<file path="src/hdl/assert_macros.svh">
// ---------------------------------------------------------------------------
// assert_macros.svh
// Assertion macros shared by the RTL. They compile to nothing under synthesis.
// ---------------------------------------------------------------------------
`ifndef ASSERT_MACROS_SVH
`define ASSERT_MACROS_SVH

`ifndef SYNTHESIS

// Checked property on the rising clock edge, disabled while reset is asserted.
`define ILPR_ASSERT(lbl, clk, rst_n, prop) \
	lbl: assert property (@(posedge clk) disable iff (!rst_n) prop) \
	else $error("assertion failed");

// Checked property on the rising clock edge, also checked during reset.
`define ILPR_ASSERT_ALWAYS(lbl, clk, prop) \
	lbl: assert property (@(posedge clk) prop) \
	else $error("assertion failed");

`else

`define ILPR_ASSERT(lbl, clk, rst_n, prop)
`define ILPR_ASSERT_ALWAYS(lbl, clk, prop)

`endif

`endif

</file>
<file path="src/hdl/ilpr_pkg.sv">
// ---------------------------------------------------------------------------
// ilpr_pkg
// Types and constants of the length-prefixed two-wire read sequencer.
// ---------------------------------------------------------------------------
package ilpr_pkg;

	typedef enum logic [3:0] {
		PH_IDLE  = 4'd0,
		PH_ADDR1 = 4'd1,
		PH_ACK1  = 4'd2,
		PH_LEN   = 4'd3,
		PH_ADDR2 = 4'd4,
		PH_ACK2  = 4'd5,
		PH_DATA  = 4'd6,
		PH_LAST  = 4'd7,
		PH_STOP  = 4'd8
	} phase_t;

	typedef enum logic [2:0] {
		CMD_NONE    = 3'd0,
		CMD_START   = 3'd1,
		CMD_SEND    = 3'd2,
		CMD_RX_NACK = 3'd3,
		CMD_RX_ACK  = 3'd4,
		CMD_RESTART = 3'd5,
		CMD_STOP    = 3'd6
	} cmd_t;

	// Kind of input item.
	localparam logic ACT_START = 1'b0;
	localparam logic ACT_EVENT = 1'b1;

	// Status code that the bus controller reports for an acknowledged address.
	localparam logic [7:0] ACK_STATUS = 8'h40;
	// Reset value of the read address register.
	localparam logic [7:0] ADDR_RESET = 8'h03;

	typedef struct packed {
		phase_t     phase;
		logic [7:0] byte_index;
		logic [7:0] msg_len;
	} state_t;

	typedef struct packed {
		cmd_t       command;
		logic [7:0] tx_byte;
		logic       write_valid;
		logic [7:0] write_index;
		logic [7:0] write_data;
		logic       done_res;
	} result_t;

endpackage

</file>
<file path="src/hdl/ilpr_step.sv">
// ---------------------------------------------------------------------------
// ilpr_step
// Next-state and result logic for one input item of the read sequencer.
// ---------------------------------------------------------------------------
module ilpr_step (
	input  ilpr_pkg::state_t  st,
	input  logic              action,
	input  logic [7:0]        bus_status,
	input  logic [7:0]        rx_byte,
	input  logic [7:0]        read_address_byte,
	output ilpr_pkg::state_t  st_nxt,
	output ilpr_pkg::result_t res
);
	import ilpr_pkg::*;

	logic [7:0] idx_inc;

	// Index after this byte, wrapping at eight bits.
	assign idx_inc = st.byte_index + 8'd1;

	always_comb begin
		st_nxt = st;
		res    = '0;
		res.command = CMD_NONE;

		if (action == ACT_START) begin
			st_nxt.phase      = PH_ADDR1;
			st_nxt.byte_index = '0;
			st_nxt.msg_len    = '0;
			res.command       = CMD_START;
		end else begin
			case (st.phase)
				PH_ADDR1: begin
					res.tx_byte  = read_address_byte;
					res.command  = CMD_SEND;
					st_nxt.phase = PH_ACK1;
				end
				PH_ACK1: begin
					if (bus_status == ACK_STATUS) begin
						res.command  = CMD_RX_NACK;
						st_nxt.phase = PH_LEN;
					end else begin
						res.command  = CMD_RESTART;
						st_nxt.phase = PH_ADDR1;
					end
				end
				PH_LEN: begin
					st_nxt.msg_len = rx_byte;
					if (rx_byte == 8'd0) begin
						st_nxt.phase = PH_STOP;
					end else begin
						res.command  = CMD_RESTART;
						st_nxt.phase = PH_ADDR2;
					end
				end
				PH_ADDR2: begin
					res.tx_byte  = read_address_byte;
					res.command  = CMD_SEND;
					st_nxt.phase = PH_ACK2;
				end
				PH_ACK2: begin
					if (bus_status != ACK_STATUS) begin
						res.command  = CMD_RESTART;
						st_nxt.phase = PH_ADDR2;
					end else begin
						res.command  = CMD_RX_ACK;
						st_nxt.phase = PH_DATA;
					end
				end
				PH_DATA: begin
					res.write_valid   = 1'b1;
					res.write_index   = st.byte_index;
					res.write_data    = rx_byte;
					st_nxt.byte_index = idx_inc;
					// The new index is below length minus one exactly when the
					// wrapped index plus one is below the length.
					if ({1'b0, idx_inc} + 9'd1 < {1'b0, st.msg_len}) begin
						res.command = CMD_RX_ACK;
					end else begin
						res.command  = CMD_RX_NACK;
						st_nxt.phase = PH_LAST;
					end
				end
				PH_LAST: begin
					res.write_valid = 1'b1;
					res.write_index = st.byte_index;
					res.write_data  = rx_byte;
					st_nxt.phase    = PH_STOP;
				end
				default: begin
				end
			endcase
			if (st_nxt.phase == PH_STOP) begin
				res.command  = CMD_STOP;
				res.done_res = 1'b1;
			end
		end
	end

endmodule

</file>
<file path="src/hdl/ilpr_out_reg.sv">
// ---------------------------------------------------------------------------
// ilpr_out_reg
// Result register with valid/ready handshake on both sides.
// ---------------------------------------------------------------------------
module ilpr_out_reg (
	input  logic              clk,
	input  logic              arst_n,
	input  logic              in_valid,
	output logic              in_ready,
	input  ilpr_pkg::result_t in_res,
	output logic              out_valid,
	input  logic              out_ready,
	output ilpr_pkg::result_t out_res
);
	import ilpr_pkg::*;

	logic    valid_q;
	result_t res_q;

	// A new result may enter when the register is empty or is drained now.
	assign in_ready  = !valid_q || out_ready;
	assign out_valid = valid_q;
	assign out_res   = res_q;

	always_ff @(posedge clk or negedge arst_n) begin
		if (!arst_n) begin
			valid_q <= 1'b0;
		end else if (in_ready) begin
			valid_q <= in_valid;
		end
	end

	always_ff @(posedge clk) begin
		if (in_valid && in_ready) begin
			res_q <= in_res;
		end
	end

endmodule

</file>
<file path="src/hdl/i2c_master_length_prefixed_read.sv">
// ---------------------------------------------------------------------------
// i2c_master_length_prefixed_read
// Command sequencer for a two-wire master reading a length-prefixed message.
// ---------------------------------------------------------------------------
// Usage:
//   The slave stream carries one item per start request or bus event. s_tuser
//   is the kind (0 start request, 1 bus controller event), s_tdata holds the
//   reported status code and the received byte.
//   Every accepted item yields exactly one result on the master stream: the
//   bus command to issue, the byte to send, an optional buffer write of a
//   payload byte (m_tuser flags it) and, on m_tlast, the end of the transfer
//   with STOP.
//   The address byte sent in both address phases comes from a single
//   register written over the cfg channel; it resets to 0x03. cfg_ready is
//   always high.
// Timing:
//   One item is taken per cycle while the result register can accept it. The
//   result is registered and appears in the cycle after the slave transfer.
//   When the receiver stalls, the result register holds its item and s_tready
//   drops until it is taken; a result leaving in the same cycle lets the next
//   item in without a bubble.
// Reset:
//   arst_n clears the phase to idle, the byte index and length to zero, the
//   result register to empty and the address register to 0x03.
// ---------------------------------------------------------------------------
`include "assert_macros.svh"

module i2c_master_length_prefixed_read (
	input  logic        clk,
	input  logic        arst_n,
	// Input items.
	input  logic        s_tvalid,
	output logic        s_tready,
	input  logic [15:0] s_tdata,   // [7:0] bus_status, [15:8] rx_byte
	input  logic        s_tuser,   // [0] action
	// Results.
	output logic        m_tvalid,
	input  logic        m_tready,
	output logic [31:0] m_tdata,   // [2:0] command, [10:3] tx_byte,
	                               // [18:11] write_index, [26:19] write_data,
	                               // [31:27] zero
	output logic        m_tuser,   // [0] write_valid
	output logic        m_tlast,   // done_res
	// Address register write.
	input  logic        cfg_valid,
	output logic        cfg_ready,
	input  logic [7:0]  cfg_data
);
	import ilpr_pkg::*;

	state_t     st_q;
	state_t     st_nxt;
	result_t    res_nxt;
	result_t    res_out;
	logic [7:0] read_addr_q;
	logic       s_fire;
	logic       s_start;
	logic [2:0] m_cmd;
	logic       m_write_ok;
	logic       st_cnt_clear;

	// The address register is writable at any time; the port never stalls.
	assign cfg_ready = 1'b1;

	always_ff @(posedge clk or negedge arst_n) begin
		if (!arst_n) begin
			read_addr_q <= ADDR_RESET;
		end else if (cfg_valid) begin
			read_addr_q <= cfg_data;
		end
	end

	assign s_fire = s_tvalid && s_tready;

	// Sequence state advances once per accepted transfer.
	always_ff @(posedge clk or negedge arst_n) begin
		if (!arst_n) begin
			st_q.phase      <= PH_IDLE;
			st_q.byte_index <= '0;
			st_q.msg_len    <= '0;
		end else if (s_fire) begin
			st_q <= st_nxt;
		end
	end

	ilpr_step u_step (
		.st                (st_q),
		.action            (s_tuser),
		.bus_status        (s_tdata[7:0]),
		.rx_byte           (s_tdata[15:8]),
		.read_address_byte (read_addr_q),
		.st_nxt            (st_nxt),
		.res               (res_nxt)
	);

	// The result register decouples the two streams.
	ilpr_out_reg u_out (
		.clk       (clk),
		.arst_n    (arst_n),
		.in_valid  (s_tvalid),
		.in_ready  (s_tready),
		.in_res    (res_nxt),
		.out_valid (m_tvalid),
		.out_ready (m_tready),
		.out_res   (res_out)
	);

	assign m_tdata = {5'd0, res_out.write_data, res_out.write_index,
		res_out.tx_byte, res_out.command};
	assign m_tuser = res_out.write_valid;
	assign m_tlast = res_out.done_res;

	// Terms used by the checks below.
	assign s_start      = s_fire && (s_tuser == ACT_START);
	assign m_cmd        = m_tdata[2:0];
	assign m_write_ok   = (m_cmd == CMD_RX_ACK) || (m_cmd == CMD_RX_NACK) ||
		(m_cmd == CMD_STOP);
	assign st_cnt_clear = (st_q.byte_index == 8'd0) && (st_q.msg_len == 8'd0);

	// A start request always comes out as START in the next cycle.
	`ILPR_ASSERT(a_start_cmd, clk, arst_n, s_start |=> (m_tvalid && m_cmd == CMD_START))
	// The end-of-transfer flag goes with STOP and only with it.
	`ILPR_ASSERT(a_done_stop, clk, arst_n, m_tvalid |-> (m_tlast == (m_cmd == CMD_STOP)))
	// Payload writes happen only while receiving or at the final STOP.
	`ILPR_ASSERT(a_write_cmd, clk, arst_n, (m_tvalid && m_tuser) |-> m_write_ok)
	// Idle is only reached from reset, so the counters are clear there.
	`ILPR_ASSERT_ALWAYS(a_idle_clear, clk, (st_q.phase == PH_IDLE) |-> st_cnt_clear)

endmodule
</file>
<file path="config.mk">
export PLATFORM = sky130hd
export DESIGN_NAME = i2c_master_length_prefixed_read
export DESIGN_NICKNAME = d
export VERILOG_FILES = /design/src/hdl/ilpr_pkg.sv /design/src/hdl/ilpr_step.sv /design/src/hdl/ilpr_out_reg.sv /design/src/hdl/i2c_master_length_prefixed_read.sv
export VERILOG_INCLUDE_DIRS = /design/src /design/src/hdl
export SDC_FILE = /design/constraint.sdc
export NUM_CORES = 1
export LEC_CHECK = 0
export BUFFER_PORTS_ARGS = -buffer_cell sky130_fd_sc_hd__buf_4
export CORE_UTILIZATION = 42
export CTS_CLUSTER_DIAMETER = 100
export CTS_CLUSTER_SIZE = 28
export DETAILED_ROUTE_END_ITERATION = 12
export PLACE_DENSITY_LB_ADDON = 0.12
export SLEW_MARGIN = 20
export SYNTH_ARGS = -nofsm -noshare
export SYNTH_HDL_FRONTEND = slang
export SYNTH_SLANG_ARGS = --single-unit
</file>
<file path="constraint.sdc">
create_clock -name clk -period 7.5 [get_ports clk]
set_input_delay 1.5 -clock clk [delete_from_list [all_inputs] [get_ports clk]]
set_output_delay 1.5 -clock clk [all_outputs]
set_load 0.03 [all_outputs]
</file>
==> flow_metrics.env <==
export IMPL_ys_seq_area_share_pct=53.4
export IMPL_p_comb_share_pct=21.2
export IMPL_yosysWarnings=0
export IMPL_h_tree_depth=3
export IMPL_synth_cell_types=48
export IMPL_die_area_mm2=0.00747
export IMPL_grt_overflow_total=0
export IMPL_cts_tree="built"
export IMPL_layout_common_cells="buf_4, edfxtp_1, dfrtp_1"
export IMPL_worst_path_buf_inv=2
export IMPL_ctsResizeCount=0
export IMPL_worstSetupEndpointType="output port"
export IMPL_clk_latency_ns=0.34
export IMPL_syn_inst=276
export IMPL_ys_flop_type="edfxtp_1"
export IMPL_ant_nets=0
export IMPL_final_common_cell="buf_4"
export IMPL_routabilityCongestion=0.769
export IMPL_synthSimpleGateAreaFrac_pct=18.4
export IMPL_wl_per_cell_um=14.1
export IMPL_synth_seq_cells=58
export IMPL_hold_viol=0
export IMPL_io_pin_count=67
export IMPL_synth_fa_ha_area_share_pct=3.76
export IMPL_rows=30
export IMPL_area_delta_synth_final_pct=22.2
export IMPL_p_per_area_mw_per_mm2=232
export IMPL_critical_path_required_ns=6.00
export IMPL_cpMaxStageDelayCell="buf_4"
export IMPL_finalSetupTns_ns=0
export IMPL_drive_above_1_share_pct=26.5
export IMPL_rsz0062_at_grt="no"
export IMPL_crit_chain="buf_4, nand2b_1, buf_4"
export IMPL_cts_sinks=58
export IMPL_synthXorXnorAreaFrac_pct=3.51
export IMPL_path_delay_family="buffers and inverters"
export IMPL_cts_setup_buffers=0
export IMPL_yosys_area_top_type="edfxtp_1"
export IMPL_max_slew_margin_pct=34.7
export IMPL_grt_start_max_net_pins=30
export IMPL_vdd_drop_max_v=0.000124
export IMPL_cts_buffers=9
export IMPL_reg2reg_from="st_q[8]$_DFFE_PN0P_"
export IMPL_netlist_top_cells_area="edfxtp_1, dfrtp_1, and2_1"
export IMPL_cp_start_kind="primary input"
export IMPL_clkPwrFrac_pct=31.6
export IMPL_hold_start="read_addr_q[2]$_DFFE_PN0P_"
export IMPL_whs_ns=0.499
export IMPL_post_synth_top_area_fraction_pct=29.1
export IMPL_worst_setup_path_type="in2out"
export IMPL_syn_avg_cell_area_um2=10.9
export IMPL_switching_share_pct=29.9
export IMPL_p_leak_nw=1.53
export IMPL_synth_edff_count=29
export IMPL_drcViolationCount=0
export IMPL_cap_violations=0
export IMPL_place_area_mm2=0.00348
export IMPL_use_met3_pct=5.24
export IMPL_grt_use_met2_pct=28.5
export IMPL_max_stage_delay_ns=0.18
export IMPL_dr_total_vias=2241
export IMPL_wl_um=6150
export IMPL_start_util_pct=43.8
export IMPL_slew_viol_final=0
export IMPL_antenna_found_initial=0
export IMPL_avgViaCountPerCell=5.15
export IMPL_worst_slew_pin_slew_ns=0.976
export IMPL_fin_worst_skew_ns=0.00917
export IMPL_antenna_cells=0
export IMPL_synth_top_family_by_area="simple AND/OR/NAND/NOR gates"
export IMPL_synth_compound_area_share_pct=12.7
export IMPL_nets=373
export IMPL_final_area_mm2=0.00366
export IMPL_setup_viol=0
export IMPL_fin_crit_ns=3.44
export IMPL_ctsHoldBuffers=0
export IMPL_stdcell_count=435
export IMPL_crit_path_frequent_cell="buf_4"
export IMPL_placed_cells=419
export IMPL_top_usage_layer="met2"
export IMPL_fp_dieH_um=86.5
export IMPL_cts_root_buf="clkbuf_8"
export IMPL_clockBufferDepth=2
export IMPL_portBuffers=60
export IMPL_drt_iter0_markers=151
export IMPL_status="finished, final reports clean"
export IMPL_die_w_um=86.5
export IMPL_grt_pass1_vias=2138
export IMPL_firstDrtPassIters=4
export IMPL_dp_hpwl_um=4210
export IMPL_syn_area_mm2=0.00300
export IMPL_startpoint="m_tready"
export IMPL_pwr_share_seq_pct=47.2
export IMPL_crit_fanout=3
export IMPL_grt_pass1_wl_um=10000
export IMPL_fmax_mhz=291
export IMPL_p_switching_w=0.000254
export IMPL_hold_class="reg2reg"
export IMPL_crit_arrival_ns=1.94
export IMPL_core_area_mm2=0.00683
export IMPL_clk_pin_slew_worst_paths_ns=0.06
export IMPL_finalCritPeriodShare_pct=45.9
export IMPL_synth_async_reset_ratio_pct=50.0
export IMPL_internal_power_w=0.000596
export IMPL_grt_use_total_pct=18.0
export IMPL_synth_mux_area_share_pct=3.01
export IMPL_grt_use_met1_pct=22.9
## metal layers
metal  vias to the layer above  part of all wire, %
met1                      1078                   45
met5                         -                    0
met2                        66                   49
li1                       1093                    -
met3                         4                  5.1
met4                         0                 0.99
## final timing paths
path | endpoint | slack [ns] | cells past startpoint
hold reg to reg | read_addr_q[2]$_DFFE_PN0P_ | 0.50 | 1
setup reg to reg | u_out.out_res[28]$_SDFFCE_PN0P_ | 4.36 | 11
min in group asynchronous | read_addr_q[7]$_DFFE_PN0P_ | 1.08 | 1
hold / removal | read_addr_q[2]$_DFFE_PN0P_ | 0.50 | 1
max in group asynchronous | read_addr_q[0]$_DFFE_PN1P_ | 6.09 | 1
setup / recovery | s_tready | 4.06 | 3
## registers in the layout, summed over array words and instances, names as in the netlist
| name | cells |
|---|---|
| read_addr_q | 8 |
| st_q | 20 |
| u_out.out_res | 29 |
| u_out.out_valid | 1 |
## cells by family (layout without fill, tap and decap cells)
| group | after synthesis | count (layout) |
|---|---|---|
| other | 2 | 6 |
| DFF | 58 | 58 |
| adders and majority gates | 9 | 9 |
| buffers and inverters | 29 | 88 |
| and+or+nand+nor | 103 | 103 |
| muxes | 8 | 8 |
| AOI/OAI and AO/OA | 55 | 55 |
| xor gates and xnor gates | 12 | 12 |
## Yosys cell counts, types with 6 or more instances
library cell / count
mux2_2: 8
ha_1: 9
nand2b_1: 6
a21oi_1: 8
xor2_1: 6
nand2_1: 24
a22o_1: 9
xnor2_1: 6
nor2_1: 17
inv_1: 11
and2_1: 23
nand3_1: 8
dfrtp_1: 27
edfxtp_1: 29
buf_4: 7
o21ai_0: 13
## layout make-up
cell class / instances / area, um^2
multi-input cells: 193 / 1260
flip-flops and latches: 58 / 1600
clock buffers: 11 / 131
repair buffers: 61 / 458
well taps: 96 / 120
inverters: 11 / 41.3
clock inverters: 5 / 47.5
fillers: 626 / 3170
## per-stage QoR
stage | total power (W) | util [%] | setup WS (ns)
after floorplan | 0.000529 | - | 4.01
final | 0.000850 | 53.6 | 4.06
after global placement | 0.000585 | 51.0 | 4.05
after CTS | 0.000855 | 53.6 | 4.06
after global routing | 0.000889 | 53.6 | 4.05
after detailed placement | 0.000587 | 51.0 | 3.98
## power by group through the flow
stage	clock network [W]	registers [W]	logic (W)
floorplan	0	0.000415	0.000114
global placement	0	0.000407	0.000178
detailed placement	0	0.000406	0.000180
CTS	0.000273	0.000401	0.000181
global route	0.000285	0.000406	0.000198
finish	0.000268	0.000401	0.000180
Note: power is estimated with default switching activity, not from simulation.
